--- config.mk ---
export PLATFORM = sky130hd
export DESIGN_NAME = rlew_word_run_encoder_top
export DESIGN_NICKNAME = d
export VERILOG_FILES = /design/src/rtl/core/rlew_pkg.sv /design/src/rtl/core/rlew_front.sv /design/src/rtl/core/rlew_cmd_fifo.sv /design/src/rtl/core/rlew_back.sv /design/src/rtl/core/rlew_word_run_encoder_top.sv
export SDC_FILE = /design/constraint.sdc
export NUM_CORES = 1
export LEC_CHECK = 0
export BUFFER_PORTS_ARGS = -buffer_cell sky130_fd_sc_hd__buf_4
export CAP_MARGIN = 10
export CORE_AREA = 2 2 170 172
export DETAILED_ROUTE_END_ITERATION = 16
export DIE_AREA = 0 0 172 174
export GPL_ROUTABILITY_DRIVEN = 0
export SYNTH_ARGS = -nofsm -noshare
export SYNTH_HDL_FRONTEND = slang
export SYNTH_SLANG_ARGS = --single-unit
--- constraint.sdc ---
create_clock -name i_clk -period 3.07 [get_ports i_clk]
set_input_delay 0.1535 -clock i_clk [delete_from_list [all_inputs] [get_ports i_clk]]
set_output_delay 0.1535 -clock i_clk [all_outputs]
set_load 0.02 [all_outputs]
--- src/rtl/core/rlew_pkg.sv ---
// ----------------------------------------------------------------------------
// rlew_pkg
// Types and constants shared by the RLEW word run encoder modules.
// ----------------------------------------------------------------------------
package rlew_pkg;

    localparam int unsigned WordW    = 16;
    localparam int unsigned LenW     = 8;
    localparam int unsigned CountW   = 13;
    localparam int unsigned QueueDepth = 4;
    localparam int unsigned QueuePtrW  = $clog2(QueueDepth);

    localparam logic [WordW-1:0] TagWord    = 16'hABCD;
    localparam logic [WordW-1:0] HighMask   = 16'hFF00;
    localparam logic [WordW-1:0] ReservedA  = 16'hA700;
    localparam logic [WordW-1:0] ReservedB  = 16'hA800;
    localparam logic [LenW-1:0]  MaxRunReset = 8'd100;
    localparam logic [LenW-1:0]  LiteralLimit = 8'd3;
    localparam logic [CountW-1:0] CountMax  = '1;

    typedef struct packed {
        logic [WordW-1:0] data_word;
        logic             last_word;
    } t_in_item;

    typedef struct packed {
        logic [WordW-1:0]  code_word;
        logic              end_of_block;
        logic [CountW-1:0] data_word_count;
        logic              reserved_seen;
    } t_out_item;

    // One flushed run, optionally followed by a single trailing literal
    // (the word that ended the previous run on the last word of a block).
    typedef struct packed {
        logic [WordW-1:0] val_a;
        logic [LenW-1:0]  len_a;
        logic             has_b;
        logic [WordW-1:0] val_b;
        logic             last;
        logic             err;
    } t_run_cmd;

endpackage

--- src/rtl/core/rlew_front.sv ---
// ----------------------------------------------------------------------------
// rlew_front
// Run tracker: follows the current run of equal words and issues a run
// command whenever a run closes or the last word of a block is accepted.
// ----------------------------------------------------------------------------
module rlew_front (
    input  logic                    i_clk,
    input  logic                    i_rst_n,
    input  logic                    i_cfg_wr_en,
    input  logic [rlew_pkg::LenW-1:0] i_cfg_wr_data,
    input  logic                    i_valid,
    output logic                    o_ready,
    input  rlew_pkg::t_in_item      i_item,
    input  logic                    i_q_full,
    output logic                    o_push,
    output rlew_pkg::t_run_cmd      o_cmd
);

    logic [rlew_pkg::LenW-1:0]  r_max_run;
    logic [rlew_pkg::WordW-1:0] r_val, n_val;
    logic [rlew_pkg::LenW-1:0]  r_len, n_len;
    logic                       r_err, n_err;

    logic [rlew_pkg::WordW-1:0] w;
    logic [rlew_pkg::WordW-1:0] hi;
    logic [rlew_pkg::LenW-1:0]  cap;
    logic                       word_err;
    logic                       extend;
    logic                       flush_old;
    logic [rlew_pkg::LenW-1:0]  run_len;
    logic                       accept;

    assign w        = i_item.data_word;
    assign hi       = w & rlew_pkg::HighMask;
    assign word_err = (w == rlew_pkg::TagWord) || (hi == rlew_pkg::ReservedA) ||
                      (hi == rlew_pkg::ReservedB);
    assign cap      = (r_max_run == '0) ? rlew_pkg::LenW'(1) : r_max_run;
    assign extend   = (r_len != '0) && (w == r_val) && (r_len < cap);
    assign flush_old = (r_len != '0) && !extend;
    assign run_len  = extend ? r_len + rlew_pkg::LenW'(1) : rlew_pkg::LenW'(1);

    assign o_ready = !i_q_full;
    assign accept  = i_valid && o_ready;
    assign o_push  = accept && (flush_old || i_item.last_word);

    always_comb begin
        n_err = r_err | word_err;
        o_cmd.last  = i_item.last_word;
        o_cmd.err   = n_err;
        o_cmd.val_b = w;
        if (flush_old) begin
            o_cmd.val_a = r_val;
            o_cmd.len_a = r_len;
            o_cmd.has_b = i_item.last_word;
        end else begin
            o_cmd.val_a = w;
            o_cmd.len_a = run_len;
            o_cmd.has_b = 1'b0;
        end
        n_val = r_val;
        n_len = r_len;
        if (accept) begin
            if (i_item.last_word) begin
                n_val = '0;
                n_len = '0;
                n_err = 1'b0;
            end else begin
                n_val = w;
                n_len = run_len;
            end
        end else begin
            n_err = r_err;
        end
    end

    always_ff @(posedge i_clk) begin
        if (!i_rst_n) begin
            r_max_run <= rlew_pkg::MaxRunReset;
            r_val     <= '0;
            r_len     <= '0;
            r_err     <= 1'b0;
        end else begin
            if (i_cfg_wr_en) begin
                r_max_run <= i_cfg_wr_data;
            end
            r_val <= n_val;
            r_len <= n_len;
            r_err <= n_err;
        end
    end

endmodule

--- src/rtl/core/rlew_cmd_fifo.sv ---
// ----------------------------------------------------------------------------
// rlew_cmd_fifo
// Short queue of run commands between the run tracker and the word emitter.
// ----------------------------------------------------------------------------
module rlew_cmd_fifo (
    input  logic               i_clk,
    input  logic               i_rst_n,
    input  logic               i_push,
    input  rlew_pkg::t_run_cmd i_cmd,
    input  logic               i_pop,
    output rlew_pkg::t_run_cmd o_cmd,
    output logic               o_full,
    output logic               o_empty
);

    localparam int unsigned PtrW = rlew_pkg::QueuePtrW;
    localparam int unsigned CntW = PtrW + 1;

    rlew_pkg::t_run_cmd r_mem [rlew_pkg::QueueDepth];
    logic [PtrW-1:0] r_wr_ptr;
    logic [PtrW-1:0] r_rd_ptr;
    logic [CntW-1:0] r_count;

    assign o_full  = (r_count == CntW'(rlew_pkg::QueueDepth));
    assign o_empty = (r_count == '0);
    assign o_cmd   = r_mem[r_rd_ptr];

    always_ff @(posedge i_clk) begin
        if (i_push) begin
            r_mem[r_wr_ptr] <= i_cmd;
        end
    end

    always_ff @(posedge i_clk) begin
        if (!i_rst_n) begin
            r_wr_ptr <= '0;
            r_rd_ptr <= '0;
            r_count  <= '0;
        end else begin
            if (i_push) begin
                r_wr_ptr <= r_wr_ptr + PtrW'(1);
            end
            if (i_pop) begin
                r_rd_ptr <= r_rd_ptr + PtrW'(1);
            end
            if (i_push && !i_pop) begin
                r_count <= r_count + CntW'(1);
            end else if (i_pop && !i_push) begin
                r_count <= r_count - CntW'(1);
            end
        end
    end

endmodule

--- src/rtl/core/rlew_back.sv ---
// ----------------------------------------------------------------------------
// rlew_back
// Word emitter: expands run commands into tag/count/value or literal words
// and keeps the per-block output word count.
// ----------------------------------------------------------------------------
module rlew_back (
    input  logic               i_clk,
    input  logic               i_rst_n,
    input  logic               i_q_empty,
    input  rlew_pkg::t_run_cmd i_cmd,
    output logic               o_pop,
    output logic               o_valid,
    input  logic               i_ready,
    output rlew_pkg::t_out_item o_item
);

    logic                      r_busy;
    rlew_pkg::t_run_cmd        r_cmd;
    logic [1:0]                r_idx;
    logic [rlew_pkg::CountW-1:0] r_cnt;
    logic                      r_out_valid;
    rlew_pkg::t_out_item       r_out;

    logic                      is_tagged;
    logic [1:0]                na;
    logic [2:0]                n_words;
    logic                      on_last;
    logic                      adv;
    logic [rlew_pkg::WordW-1:0] word;
    logic [rlew_pkg::CountW-1:0] cnt_inc;
    logic                      eob;

    assign is_tagged = r_cmd.len_a > rlew_pkg::LiteralLimit;
    assign na      = is_tagged ? 2'd3 : r_cmd.len_a[1:0];
    assign n_words = {1'b0, na} + {2'b00, r_cmd.has_b};
    assign on_last = ({1'b0, r_idx} == n_words - 3'd1);
    assign adv     = r_busy && (!r_out_valid || i_ready);
    assign o_pop   = !i_q_empty && (!r_busy || (adv && on_last));
    assign eob     = on_last && r_cmd.last;
    assign cnt_inc = (r_cnt == rlew_pkg::CountMax) ? r_cnt :
                     r_cnt + rlew_pkg::CountW'(1);

    always_comb begin
        if (r_idx < na) begin
            if (is_tagged && r_idx == 2'd0) begin
                word = rlew_pkg::TagWord;
            end else if (is_tagged && r_idx == 2'd1) begin
                word = {{(rlew_pkg::WordW-rlew_pkg::LenW){1'b0}}, r_cmd.len_a};
            end else begin
                word = r_cmd.val_a;
            end
        end else begin
            word = r_cmd.val_b;
        end
    end

    assign o_valid = r_out_valid;
    assign o_item  = r_out;

    // payload register, no reset
    always_ff @(posedge i_clk) begin
        if (o_pop) begin
            r_cmd <= i_cmd;
        end
        if (adv) begin
            r_out.code_word       <= word;
            r_out.end_of_block    <= eob;
            r_out.data_word_count <= eob ? cnt_inc : '0;
            r_out.reserved_seen   <= eob & r_cmd.err;
        end
    end

    always_ff @(posedge i_clk) begin
        if (!i_rst_n) begin
            r_busy      <= 1'b0;
            r_idx       <= '0;
            r_cnt       <= '0;
            r_out_valid <= 1'b0;
        end else begin
            if (o_pop) begin
                r_busy <= 1'b1;
                r_idx  <= '0;
            end else if (adv && on_last) begin
                r_busy <= 1'b0;
                r_idx  <= '0;
            end else if (adv) begin
                r_idx <= r_idx + 2'd1;
            end
            if (adv) begin
                r_cnt       <= eob ? '0 : cnt_inc;
                r_out_valid <= 1'b1;
            end else if (i_ready) begin
                r_out_valid <= 1'b0;
            end
        end
    end

endmodule

--- src/rtl/core/rlew_word_run_encoder_top.sv ---
// Path: a closed run passes through the run queue, the emitter's command register
// and its output register. Throughput: one input word per cycle while the queue
// is not full; one output word per cycle from the emitter while the receiver is
// ready; a tagged run emits three words; a 4-entry queue absorbs bursts. Reset:
// synchronous active-low i_rst_n clears run state, queue and output; max_run returns to 100.
// ----------------------------------------------------------------------------
// rlew_word_run_encoder_top
// RLEW 16-bit word run encoder: run tracker, run queue and word emitter.
// ----------------------------------------------------------------------------
module rlew_word_run_encoder_top (
    input  logic                     i_clk,
    input  logic                     i_rst_n,
    input  logic                     i_cfg_wr_en,
    input  logic [rlew_pkg::LenW-1:0] i_cfg_wr_data,
    input  logic                     i_in_valid,
    output logic                     o_in_ready,
    input  rlew_pkg::t_in_item       i_in_data,
    output logic                     o_out_valid,
    input  logic                     i_out_ready,
    output rlew_pkg::t_out_item      o_out_data
);

    logic               q_push;
    logic               q_pop;
    logic               q_full;
    logic               q_empty;
    rlew_pkg::t_run_cmd push_cmd;
    rlew_pkg::t_run_cmd pop_cmd;

    rlew_front u_front (
        .i_clk         (i_clk),
        .i_rst_n       (i_rst_n),
        .i_cfg_wr_en   (i_cfg_wr_en),
        .i_cfg_wr_data (i_cfg_wr_data),
        .i_valid       (i_in_valid),
        .o_ready       (o_in_ready),
        .i_item        (i_in_data),
        .i_q_full      (q_full),
        .o_push        (q_push),
        .o_cmd         (push_cmd)
    );

    rlew_cmd_fifo u_fifo (
        .i_clk   (i_clk),
        .i_rst_n (i_rst_n),
        .i_push  (q_push),
        .i_cmd   (push_cmd),
        .i_pop   (q_pop),
        .o_cmd   (pop_cmd),
        .o_full  (q_full),
        .o_empty (q_empty)
    );

    rlew_back u_back (
        .i_clk     (i_clk),
        .i_rst_n   (i_rst_n),
        .i_q_empty (q_empty),
        .i_cmd     (pop_cmd),
        .o_pop     (q_pop),
        .o_valid   (o_out_valid),
        .i_ready   (i_out_ready),
        .o_item    (o_out_data)
    );

endmodule

Word level (Yosys, flattened, before mapping)
Memories as Yosys holds them, arrays and structs flattened. A register that Yosys moved wholly into a read port is not among the register bits. Index checks and enable logic that the tools add are counted.

Bits in writable memories: 172. Register bits after elaboration: 88. Memories: 1. Output and inout bits: 33. Logic and storage cells: 92.

Memory list: u_fifo.r_mem (depth 4, width 43, read ports 1, clocked after memory_dff 1, wr ports 1, line rlew_cmd_fifo.sv:19) `rlew_pkg::t_run_cmd r_mem [rlew_pkg::QueueDepth];`.

Muxes and demuxes: 20. Reduce and logical (&&, ||, !) cells: 33. $lt $le $gt $ge: 3. Add/subtract/negate cells: 9. Equality and inequality tests: 8. Bitwise logic cells: 3.

Operator list (number): two-way mux 16 bit (4); two-way mux 13 bit (2); two-way mux 25 bit (1); two-way mux 8 bit (3); == test 16 bit (1); == test 16 bit (second input constant) (1); == test 8 bit (second input constant) (2); adder 13 x 1 -> 13 bit (second input constant) (1); == test 13 bit (second input constant) (1); logical AND 1 bit (13); adder 8 x 1 -> 8 bit (second input constant) (1); > comparator 8 x 2 -> 1 bit (second input constant) (1); zero test 8 bit (1); < comparator 8 bit (1); nonzero test 8 bit (1); zero test 1 bit (7); two-way mux 1 bit (7); adder 2 x 1 -> 2 bit (second input constant) (3); two-way mux 3 bit (2); nonzero test 2 bit (3); subtractor 3 x 1 -> 3 bit (second input constant) (2); logical OR 1 bit (5); adder 2 x 1 -> 3 bit (1); adder 3 x 1 -> 3 bit (second input constant) (1); other kinds (11) (11).

Depth between registers and ports, before layout
Gate-level depths: netlist of the first run.

Depth after elaboration: 12. Gate-level depth with buffers: 15.

By module
Synthesis of the first run repeated with hierarchy kept, for this count alone.

Cell total of the unflattened synthesis: 869. Area, all modules: 13041.3 um^2.

Modules (own cells, without submodules): rlew_cmd_fifo (cells each 268, times used 1, area each 6705.2 um^2); rlew_back (cells each 299, times used 1, area each 3773.6 um^2); rlew_front (cells each 302, times used 1, area each 2562.5 um^2).

Least setup slack after synthesis of the first run
No wires, ideal clock.

Path type: register to register. From: register u_back.r_cmd[23] (netlist name). To: register u_back.r_cmd[0] (netlist name). Data required time: 2.673 ns. Buffers on the path: 0. Cell stages (with the launch flop): 11. Library setup time: 0.397 ns. Slack: -0.310 ns. Data arrival time: 2.983 ns. Cell sequence: edfxtp_1 > nor4_1 > nand2_1 > nor2_1 > ha_1 > ha_1 > xnor2_1 > or3_1 > o21ai_0 > nand2_1 > inv_1.

Word-level cells in the longest chain between the ends: 8.

RTL lines: > comparator 8 x 2 -> 1 bit (line rlew_back.sv:33) `assign is_tagged = r_cmd.len_a > rlew_pkg::LiteralLimit;`; two-way mux 2 bit (line rlew_back.sv:34) `assign na = is_tagged ? 2'd3 : r_cmd.len_a[1:0];`; adder 2 x 1 -> 3 bit (line rlew_back.sv:35) `assign n_words = {1'b0, na} + {2'b00, r_cmd.has_b};`; subtractor 3 x 1 -> 3 bit (line rlew_back.sv:36) `assign on_last = ({1'b0, r_idx} == n_words - 3'd1);`; == test 2 x 3 -> 1 bit (line rlew_back.sv:36); logical AND 1 bit (line rlew_back.sv:38) `assign o_pop = !i_q_empty && (!r_busy || (adv && on_last));`; logical OR 1 bit (line rlew_back.sv:38); logical AND 1 bit (line rlew_back.sv:38); net q_pop (line rlew_word_run_encoder_top.sv:24) `logic q_pop;`.

The timed path passes the listed nets, and every way through them passes these cells. A chain may end at the register's enable or synchronous reset.

Worst setup path in the final report of the first run
From: register u_back.r_cmd[23] (netlist name). To: register u_fifo.r_count[2].

Word-level cells in the longest chain between the ends: 11. Elaborated cells on any way between the ends: 13. Those cells by class: add/sub (2); order compare (1); eq/ne (1); mux (2); reduce/logical (7).

RTL lines: > comparator 8 x 2 -> 1 bit (*) (line rlew_back.sv:33); two-way mux 2 bit (*) (line rlew_back.sv:34); adder 2 x 1 -> 3 bit (*) (line rlew_back.sv:35); subtractor 3 x 1 -> 3 bit (*) (line rlew_back.sv:36); == test 2 x 3 -> 1 bit (*) (line rlew_back.sv:36); logical AND 1 bit (*) (line rlew_back.sv:38); logical OR 1 bit (*) (line rlew_back.sv:38); logical AND 1 bit (*) (line rlew_back.sv:38); zero test 1 bit (line rlew_cmd_fifo.sv:46) `if (i_push && !i_pop) begin`; logical AND 1 bit (line rlew_cmd_fifo.sv:46); two-way mux 3 bit / nonzero test 2 bit (equally long branches); end signal, assigned (line rlew_cmd_fifo.sv:47) `r_count <= r_count + CntW'(1);`; end signal, assigned (line rlew_cmd_fifo.sv:49) `r_count <= r_count - CntW'(1);`; end, declared (line rlew_cmd_fifo.sv:22) `logic [CntW-1:0] r_count;`.

Every way passes the cells marked *; elsewhere a longest branch is shown, timed or not.

==> results of run 1 <==
-- synth_stat cells, drive strengths merged, types with 2 or more instances --
cell    number  share of area
nand3       27          0.011
ha          20          0.020
o21ai       24         0.0096
xnor2       12         0.0084
xor2        28          0.020
clkbuf      27         0.0081
and2         9         0.0045
nor4bb       2         0.0016
a41oi        2         0.0014
o31ai        4         0.0035
mux2        16          0.017
o211ai       5         0.0030
inv         23         0.0069
edfxtp     246           0.59
nor2b        2         0.0010
dfxtp       57          0.091
a21oi       46          0.020
and3        23          0.012
and4         3         0.0021
nand2       48          0.014
clkinv       2        0.00060
nor4b        2         0.0014
buf          8         0.0039
nor3         9         0.0040
nor4        10         0.0060
a31oi        3         0.0015
a21o         7         0.0042
a22o         2         0.0014
mux4        43          0.077
nand4        7         0.0040
nor2        58          0.017
or3          5         0.0025
mux2i       18          0.014
a221oi       3         0.0035
or4          3         0.0018
-- logic make-up (layout without fill, tap and decap cells) --
logic type / after synthesis / count (layout) / synth area share
compound gates: 103 / 103 / 0.05246
flops: 303 / 303 / 0.6823
buf+inv: 60 / 229 / 0.01952
fa+ha+maj: 21 / 21 / 0.02162
simple gates: 214 / 214 / 0.08709
mux: 77 / 77 / 0.1090
xor+xnor: 40 / 40 / 0.02803
-- sequential cells by signal, summed over array words and instances (netlist names) --
register,flops
u_fifo.r_rd_ptr,2
u_fifo.r_wr_ptr,2
u_front.r_err,1
u_back.o_valid,1
u_back.r_idx,2
u_fifo.r_mem,172
u_fifo.r_count,3
u_front.r_max_run,8
u_back.r_cmd,43
u_back.o_item,31
u_front.r_len,8
u_back.r_cnt,13
u_front.r_val,16
u_back.r_busy,1
-- metal layers --
layer | GRT usage | part of all wire | wire, µm
met5 | 0 | 0 | 0
met4 | 0.05532 | 0.023 | 591
met3 | 0.03233 | 0.047 | 1184
met2 | 0.2769 | 0.47 | 11860
met1 | 0.2514 | 0.46 | 11810
-- per-stage QoR --
| step | hold slack [ns] | cell area (µm²) | utilization |
|---|---|---|---|
| 2_1_floorplan | 0.2524 | 12510 | - |
| 3_5_place_dp | 0.3748 | 13730 | 0.4861 |
| 5_1_grt | 0.01916 | 15270 | 0.5407 |
| 4_1_cts | 0.0009348 | 15180 | 0.5376 |
| 6_report | 0.01657 | 15270 | 0.5407 |
| 3_3_place_gp | 0.3772 | 13730 | 0.4861 |
-- power groups by stage --
stage / combinational [mW] / sequential (mW) / clock, mW
floorplan: 1.52 / 5.65 / 0
CTS: 2.58 / 5.62 / 4.01
global placement: 2.51 / 5.69 / 0
finish: 2.59 / 5.61 / 3.91
global route: 2.84 / 5.68 / 4.17
detailed placement: 2.53 / 5.70 / 0
-- worst max-delay path: stages (launching register included) --
cell,delay (ns)
edfxtp_1,0.40
nor4_2,0.29
nand2_1,0.12
nor2_1,0.11
ha_2,0.20
ha_4,0.20
xnor2_2,0.13
or3_4,0.39
o21ai_4,0.15
nand2_2,0.10
ha_4,0.17
inv_2,0.04
fa_1,0.16
xor2_1,0.07
or3_1,0.32
a21oi_1,0.15
-- final cells by class --
class / count / share of cell area
inverter: 25 / 0.006638
clock inverter: 9 / 0.006065
timing repair buffer: 144 / 0.08335
multi-input combinational: 455 / 0.2488
tap: 384 / 0.03147
sequential: 303 / 0.5589
clock buffer: 51 / 0.06474
-- timing repair --
item,4_1_cts,5_1_grt
resized for setup,4,12
endpoints found under the setup margin,2,12
endpoints found under the hold margin,77,0
buffers inserted,0,5
pin swaps,0,3
hold buffers,35,0
-- final timing paths --
path	end	depth (start not counted)	startpoint
worst min-delay path	u_front.r_max_run[7]$_SDFFE_PN0P_	3	i_cfg_wr_en
worst max register to register	u_fifo.r_count[2]$_SDFFE_PN0P_	15	u_back.r_cmd[23]$_DFFE_PP_
worst max-delay path	u_fifo.r_count[2]$_SDFFE_PN0P_	15	u_back.r_cmd[23]$_DFFE_PP_
worst min register to register	u_fifo.r_wr_ptr[0]$_SDFFE_PN0P_	2	u_fifo.r_wr_ptr[0]$_SDFFE_PN0P_
==> results_dict.tcl, run 1 <==
set metrics [dict create \
    leakage_nw 5.403 \
    cts_sinks 303 \
    htree_levels 2 \
    post_drt_wl_per_cell_um 18.56 \
    grt_overflow 0 \
    start_kind "flip-flop" \
    fin_ws_ns -0.003655 \
    final_hold_viol_count 0 \
    required_ns 3.50 \
    ys_ff_latch 303 \
    arrival_ns 3.50 \
    combPwrFrac 0.214 \
    maxCapViolations 0 \
    via_per_inst 5.268 \
    setup-violations-final 1 \
    fillers 2328 \
    clock_skew_ns 0.01330 \
    grt_usage 0.1766 \
    grt_pass1_wl_um 40770 \
    nNetsFinal 1014 \
    antenna_left 0 \
    remaining_drc_errors 0 \
    rsz0062_at_grt "true" \
    p_sw_mw 3.257 \
    p_total_mw 12.11 \
    finalSetupTns_ns -0.003655 \
    synth_edf_count 246 \
    dr.first_iter.drc_count 486 \
    slew_violations 0 \
    via_count 7222 \
    syn_to_final_growth_pct 22.14 \
    dpl.hpwl_um 16670 \
    cts_buffers 34 \
    ys_seq_area_frac 0.6823 \
    synth_area_um2 12500 \
    numPortBuffers 62 \
    pin_count 63 \
    period_share 1.001 \
    cts-root-buf "clkbuf_16" \
    hp-class "in -> reg" \
    insertion_delay_ns 0.50 \
    post-place-ws_ns -0.1162 \
    syn_avg_cell_area_um2 15.28 \
    synthesis.nets 869 \
    failed_checks "negative setup slack" \
    dieWidth_um 172 \
    slew_headroom 0.4630 \
    synthArstFlopShare 0 \
    seqPwrFrac 0.463 \
    swShare 0.2690 \
    die_h_um 174 \
    critPathKind "reg -> reg" \
    synth_warnings 0 \
    regToRegSetupSlack_ns -0.004 \
    grt_pass1_vias 7293 \
    grt_max_degree 38 \
    diodes 0 \
    wirelength_um 25450 \
    layout-drive-gt1-share 0.2442 \
    dpl.cell_count 1271 \
    core_area_um2 28240 \
    cts_tree "built" \
    clockBufferDepth 3 \
    path_clk_slew_ns 0.06 \
    power.internal_mw 8.849 \
    endpoint_kind "flip-flop" \
    clock_power_share 0.323 \
    multi_input_area_um2 3799 \
    regArea_um2 8533 \
    ir_drop_uv 345.7 \
    fmax_mhz 325.3 \
    synthFlopType "edfxtp_1" \
    grt_antenna_before_repair 0 \
    floorplan.initialDensity 0.4427 \
    mostFrequentLayoutCells "edfxtp_1 (246), buf_4 (100), nor2_1 (58), dfxtp_1 (55), nand2_1 (46)" \
    tightest_slew_ns 0.8047 \
    power_density_nw_per_um2 792.9 \
    layout.cells.non_filler 1371 \
    die_area_um2 29930 \
    placementRows 62 \
    mostFrequentLayoutCell "edfxtp_1" \
    synthCells 818 \
    crit_fanout 3 \
    fin_crit_ns 3.074 \
    status "finished, violations left" \
    drt_pass1_iterations 7 \
    synth.distinct_cells 61 \
]
No activity file was read; power rests on OpenSTA's default activity.
==> run 2, diff against run 1 <==
--- a/config.mk
+++ b/config.mk
@@ -5,11 +5,12 @@
 export SDC_FILE = /design/constraint.sdc
 export NUM_CORES = 1
 export LEC_CHECK = 0
+export ABC_AREA = 1
 export BUFFER_PORTS_ARGS = -buffer_cell sky130_fd_sc_hd__buf_4
 export CAP_MARGIN = 10
-export CORE_AREA = 2 2 170 172
+export CORE_AREA = 2 2 171 173
 export DETAILED_ROUTE_END_ITERATION = 16
-export DIE_AREA = 0 0 172 174
+export DIE_AREA = 0 0 173 175
 export GPL_ROUTABILITY_DRIVEN = 0
 export SYNTH_ARGS = -nofsm -noshare
 export SYNTH_HDL_FRONTEND = slang
==> results_dict.tcl, run 2 <==
set metrics [dict create \
    remaining_drc_errors 0 \
    clockBufferDepth 3 \
    die_area_um2 30280 \
    rsz0062_at_grt "true" \
    fin_crit_ns 3.081 \
    wl_met3_um 1343 \
    synth_top_cell_area_share 0.5872 \
    crit_fanout 4 \
    p_total_mw 12.46 \
    met1Wirelength_um 12660 \
    ys_seq_area_frac 0.6779 \
    dieWidth_um 173 \
    via_per_inst 5.137 \
    grt_antenna_before_repair 0 \
    floorplan.initialDensity 0.4431 \
    path_clk_slew_ns 0.06 \
    leakage_nw 5.356 \
    cts_tree "built" \
    layout.cells.non_filler 1656 \
    numPortBuffers 62 \
    period_share 1.004 \
    synth_compound_area_frac 0.1159 \
    highest_layer "met4" \
    die_h_um 175 \
    endpoint_kind "flip-flop" \
    pin_count 63 \
    nNetsFinal 1299 \
    synth.distinct_cells 38 \
    ir_drop_uv 406.0 \
    synth-xor-area-share 0.01183 \
    clock_skew_ns 0.03077 \
    synth.mux.area_fraction 0 \
    synth_edf_count 246 \
    fin_ws_ns -0.01104 \
    cts-root-buf "clkbuf_16" \
    synth_area_um2 12580 \
    synth_top_family_by_area "simple AND/OR/NAND/NOR gates" \
    grt_pass1_vias 8058 \
    antenna_left 0 \
    synth.most_common_cell "edfxtp_1" \
    slew_headroom 0.4992 \
    placementRows 62 \
    final_hold_viol_count 0 \
    largest_reg_flops 172 \
    start_kind "flip-flop" \
    ys_ff_latch 303 \
    core_area_um2 28390 \
    layout-drive-gt1-share 0.1423 \
    setup-violations-final 1 \
    synthCells 1133 \
    dr.first_iter.drc_count 665 \
    dpl.cell_count 1552 \
    grt_max_degree 88 \
    synthFlopType "edfxtp_1" \
    synthesis.nets 1184 \
    via_count 8507 \
    cts_sinks 303 \
    wl_met2_um 12840 \
    synth_warnings 0 \
    synth_area_leaders "edfxtp_1 (59%), dfxtp_1 (9.1%), nand2_1 (5.5%)" \
    insertion_delay_ns 0.52 \
    arrival_ns 3.50 \
    power_density_nw_per_um2 823.3 \
    htree_levels 2 \
    slew_violations 0 \
    grt_pass1_wl_um 43230 \
    synth_fa_ha_area_frac 0.02148 \
    final_util 0.5329 \
    maxCapViolations 0 \
    dpl.hpwl_um 17320 \
    cts_buffers 34 \
    synth_top_area_cell "edfxtp_1" \
    synthArstFlopShare 0 \
    syn_to_final_growth_pct 20.27 \
    grt_overflow 0 \
    required_ns 3.48 \
    hp-class "in -> reg" \
    wirelength_um 27290 \
    diodes 0 \
    drt_pass1_iterations 5 \
    failed_checks "negative setup slack" \
    synthTopCellsByCount "edfxtp_1 (246), nand2_1 (186), nor2_1 (148), o21ai_0 (110), inv_1 (89)" \
    mostFrequentLayoutCells "edfxtp_1 (246), nand2_1 (184), nor2_1 (142), o21ai_0 (106), buf_4 (90)" \
    fmax_mhz 324.6 \
    yosys.area_share.simple 0.1244 \
    grt_usage 0.1802 \
    critPathKind "reg -> reg" \
    mostFrequentLayoutCell "edfxtp_1" \
    regMostFlops "u_fifo.r_mem" \
    tightest_slew_ns 0.7466 \
    syn_avg_cell_area_um2 11.10 \
    post_drt_wl_per_cell_um 16.48 \
    status "finished, violations left" \
]
## run 2: changes by cell type after synthesis, sizes merged, moves of 23 or more
cell   previous run  this run
o22ai             1        51
o21ai            24       122
nor2             58       150
inv              23        90
mux4             43         0
nand2            48       188
and3             23         0
## run 2: critical path: stages (launching register included)
cell and delay (ns):
edfxtp_1 0.40, nor4_2 0.28, nand2_1 0.16, nor2_2 0.16
ha_2 0.21, ha_4 0.20, nand2_2 0.06, o21ai_2 0.05
a211oi_2 0.21, nand2_1 0.12, nand2_2 0.10, inv_2 0.05
nor2_4 0.11, inv_2 0.07, ha_4 0.16, inv_4 0.05
fa_2 0.41, o21ai_1 0.12, a21oi_1 0.05
## run 2: power by group
group | switching [mW] | leakage (nW) | internal (mW) | total, mW
logic | 1.88 | 2.11 | 0.886 | 2.77
registers | 0.281 | 2.71 | 5.35 | 5.63
clock network | 1.57 | 0.535 | 2.49 | 4.06
total | 3.73 | 5.36 | 8.73 | 12.5
## run 2: kinds of logic after synthesis
group / after synthesis
xor gates and xnor gates: 17
buffers and inverters: 141
adders and majority gates: 21
DFF: 303
AOI/OAI and AO/OA: 265
and+or+nand+nor: 386
## run 2: final cells by class
cell class | count | area (µm²)
fill | 2513 | 13260
clock buffer | 41 | 887.1
inverter | 92 | 347.8
clock inverter | 19 | 237.7
sequential | 303 | 8529
tap | 384 | 480.5
timing repair buffer | 128 | 1100
multi-input combinational | 689 | 3548
## run 2: worst paths after layout
kind                                                    start                                 to  slack (ns)  cells after the start
worst max-delay path               u_back.r_cmd[22]$_DFFE_PP_     u_fifo.r_count[1]$_SDFFE_PN0P_       -0.01                     18
worst max register to register     u_back.r_cmd[22]$_DFFE_PP_     u_fifo.r_count[1]$_SDFFE_PN0P_       -0.01                     18
worst min register to register  u_back.r_cnt[10]$_SDFFE_PN0P_      u_back.r_cnt[10]$_SDFFE_PN0P_        0.46                      2
worst min-delay path                              i_cfg_wr_en  u_front.r_max_run[4]$_SDFFE_PN0P_        0.06                      3
## run 2: through the flow
| stage | cell area, µm² | setup TNS (ns) | hold slack, ns | worst slack (ns) |
|---|---|---|---|---|
| 2_1_floorplan | 12630 | -104.59 | 0.2524 | -0.6011 |
| 3_3_place_gp | 13560 | 0 | 0.3702 | 0.04607 |
| 3_5_place_dp | 13560 | -0.07502 | 0.3747 | -0.05223 |
| 4_1_cts | 15090 | -0.006150 | 0.04273 | -0.006150 |
| 5_1_grt | 15130 | -1.405 | 0.06976 | -0.2723 |
| 6_report | 15130 | -0.01104 | 0.06025 | -0.01104 |
## run 2: metal layers
layer  up-vias  track usage
met4         0      0.04096
met5         -            0
met1      4070       0.2471
met2       200       0.3010
li1       4195            -
met3        42      0.03155
## run 2: timing repair
item	4_1_cts	5_1_grt
setup buffers	10	4
hold buffers	33	0
endpoints found under the hold margin	100	0
endpoints found under the setup margin	3	32
pin swaps	8	14
resized for setup	2	8
==> run 3, diff against run 2 <==
==> constraint.sdc (replaced) <==
create_clock -name i_clk -period 3.07 [get_ports i_clk]
set_input_delay 0.614 -clock i_clk [delete_from_list [all_inputs] [get_ports i_clk]]
set_output_delay 0.614 -clock i_clk [all_outputs]
set_load 0.02 [all_outputs]
==> results_dict.tcl, run 3 (same netlist as run 2, synthesis figures left out) <==
set metrics [dict create \
    clock_skew_ns 0.01534 \
    cts-root-buf "clkbuf_16" \
    nNetsFinal 1285 \
    grt_overflow 0 \
    antenna_left 0 \
    htree_levels 2 \
    dr.first_iter.drc_count 542 \
    crit_fanout 3 \
    diodes 0 \
    placementRows 62 \
    grt_pass1_vias 8358 \
    fmax_mhz 330.5 \
    final_util 0.5258 \
    die_h_um 175 \
    cts_buffers 34 \
    required_ns 3.46 \
    timing.rr.start "u_back.r_cmd[22]$_DFFE_PP_" \
    hp-class "in -> reg" \
    regMostFlops "u_fifo.r_mem" \
    rsz0062_at_grt "true" \
    hold_start "i_cfg_wr_data[5]" \
    path_clk_slew_ns 0.06 \
    startpoint "u_back.r_cmd[22]$_DFFE_PP_" \
    grt_pass1_wl_um 45060 \
    tightest_slew_ns 0.8909 \
    maxCapViolations 0 \
    arrival_ns 3.41 \
    remaining_drc_errors 0 \
    critPathKind "reg -> reg" \
    wirelength_um 29130 \
    layout.cells.non_filler 1641 \
    post_drt_wl_per_cell_um 17.75 \
    path_cells "nor4_1, nand2_1, nor2_2, ha_2, ha_4, nand2_2, o21ai_2, a211oi_2, nand2_1, nand2_2, inv_2, nor2_4, inv_2, ha_4, inv_4, fa_2, o21ai_2, a21oi_1" \
    die_area_um2 30280 \
    syn_to_final_growth_pct 18.66 \
    insertion_delay_ns 0.51 \
    layout-drive-gt1-share 0.1623 \
    via_per_inst 5.258 \
    cpMaxStageDelayCell "fa_2" \
    numPortBuffers 62 \
    fin_area_um2 14930 \
    leakage_nw 5.311 \
    core_area_um2 28390 \
    mostFrequentLayoutCell "edfxtp_1" \
    cpPeakStageDelay_ns 0.43 \
    place_area_um2 13730 \
    cts_tree "built" \
    status "complete, no violations" \
    largest_reg_flops 172 \
    floorplan.initialDensity 0.4431 \
    grt_usage 0.1888 \
    via_count 8628 \
    pin_count 63 \
    endpoint_kind "flip-flop" \
    start_kind "flip-flop" \
    dieWidth_um 173 \
    fin_crit_ns 3.026 \
    period_share 0.9856 \
    dpl.hpwl_um 18510 \
    grt_max_degree 89 \
    slew_headroom 0.4054 \
    ir_drop_uv 419.5 \
    power_density_nw_per_um2 837.7 \
    drt_pass1_iterations 5 \
    final_hold_viol_count 0 \
    dpl.cell_count 1573 \
    setup-violations-final 0 \
    slew_violations 0 \
    mostFrequentLayoutCells "edfxtp_1 (246), nand2_1 (183), nor2_1 (142), o21ai_0 (106), buf_4 (106)" \
    cts_sinks 303 \
    grt_antenna_before_repair 1 \
    clockBufferDepth 3 \
    hold_ws_ns 0.3300 \
    fillers 2532 \
]
-- run 3: cell types whose count changed in the layout (fill, tap and decap cells not counted), moves of 2 or more --
| cell | previous run | this run |
|---|---|---|
| inv_6 | 2 | 0 |
| dlygate4sd3_1 | 33 | 0 |
| bufinv_16 | 5 | 3 |
| clkinv_2 | 1 | 7 |
| nor2_2 | 3 | 5 |
| buf_4 | 90 | 106 |
| clkbuf_16 | 34 | 37 |
| clkbuf_1 | 6 | 3 |
| clkinv_1 | 9 | 7 |
-- run 3: metrics by stage --
stage	TNS [ns]	setup WS, ns	total power [mW]
global placement	0	0.05147	8.422
CTS	0	0.0007472	12.51
floorplan	-106.15	-0.6106	7.372
detailed placement	0	0.008559	8.477
global route	-0.3555	-0.1503	13.11
finish	0	0.04424	12.50
-- run 3: per-layer routing --
layer	vias to the layer above	GRT usage	routed length [µm]
met2	218	0.3148	13720
met3	43	0.03351	1605
met4	0	0.05085	560
met5	-	0	0
li1	4181	-	-
met1	4186	0.2559	13250
-- run 3: cell type report --
class	count	area [µm²]	area share
sequential	303	8529	0.5714
multi-input combinational	691	3545	0.2374
timing repair buffer	112	909.6	0.06093
inverter	92	351.6	0.02355
tap	384	480.5	0.03219
clock buffer	40	937.1	0.06278
clock inverter	19	175.2	0.01173
-- run 3: repair_timing --
action | CTS | global route
hold buffers | 0 | 0
buffers inserted | 0 | 7
endpoints found under the setup margin | 2 | 88
gates resized for setup | 0 | 8
cloned | 0 | 2
pin swaps | 2 | 14
-- run 3: power by group --
| group | switching [mW] | internal (mW) | total (mW) |
|---|---|---|---|
| logic | 1.98 | 0.882 | 2.86 |
| registers | 0.254 | 5.35 | 5.60 |
| clock network | 1.61 | 2.43 | 4.04 |
-- run 3: critical path: cells and delay by family, from the launching register on --
family / cells / cell delay, ns
flip-flops: 1 / 0.38
adder cells (fa/ha/maj): 4 / 0.99
buffers and inverters: 3 / 0.16
AO/OA/AOI/OAI: 4 / 0.44
AND/OR/NAND/NOR: 7 / 0.94
-- run 3: worst paths after layout --
check | end | depth (start not counted) | slack, ns
setup / recovery | u_fifo.r_count[1]$_SDFFE_PN0P_ | 18 | 0.04
hold / removal | u_front.r_max_run[5]$_SDFFE_PN1P_ | 3 | 0.33
setup reg to reg | u_fifo.r_count[1]$_SDFFE_PN0P_ | 18 | 0.04
hold reg to reg | u_front.r_val[7]$_SDFFE_PN0P_ | 2 | 0.47
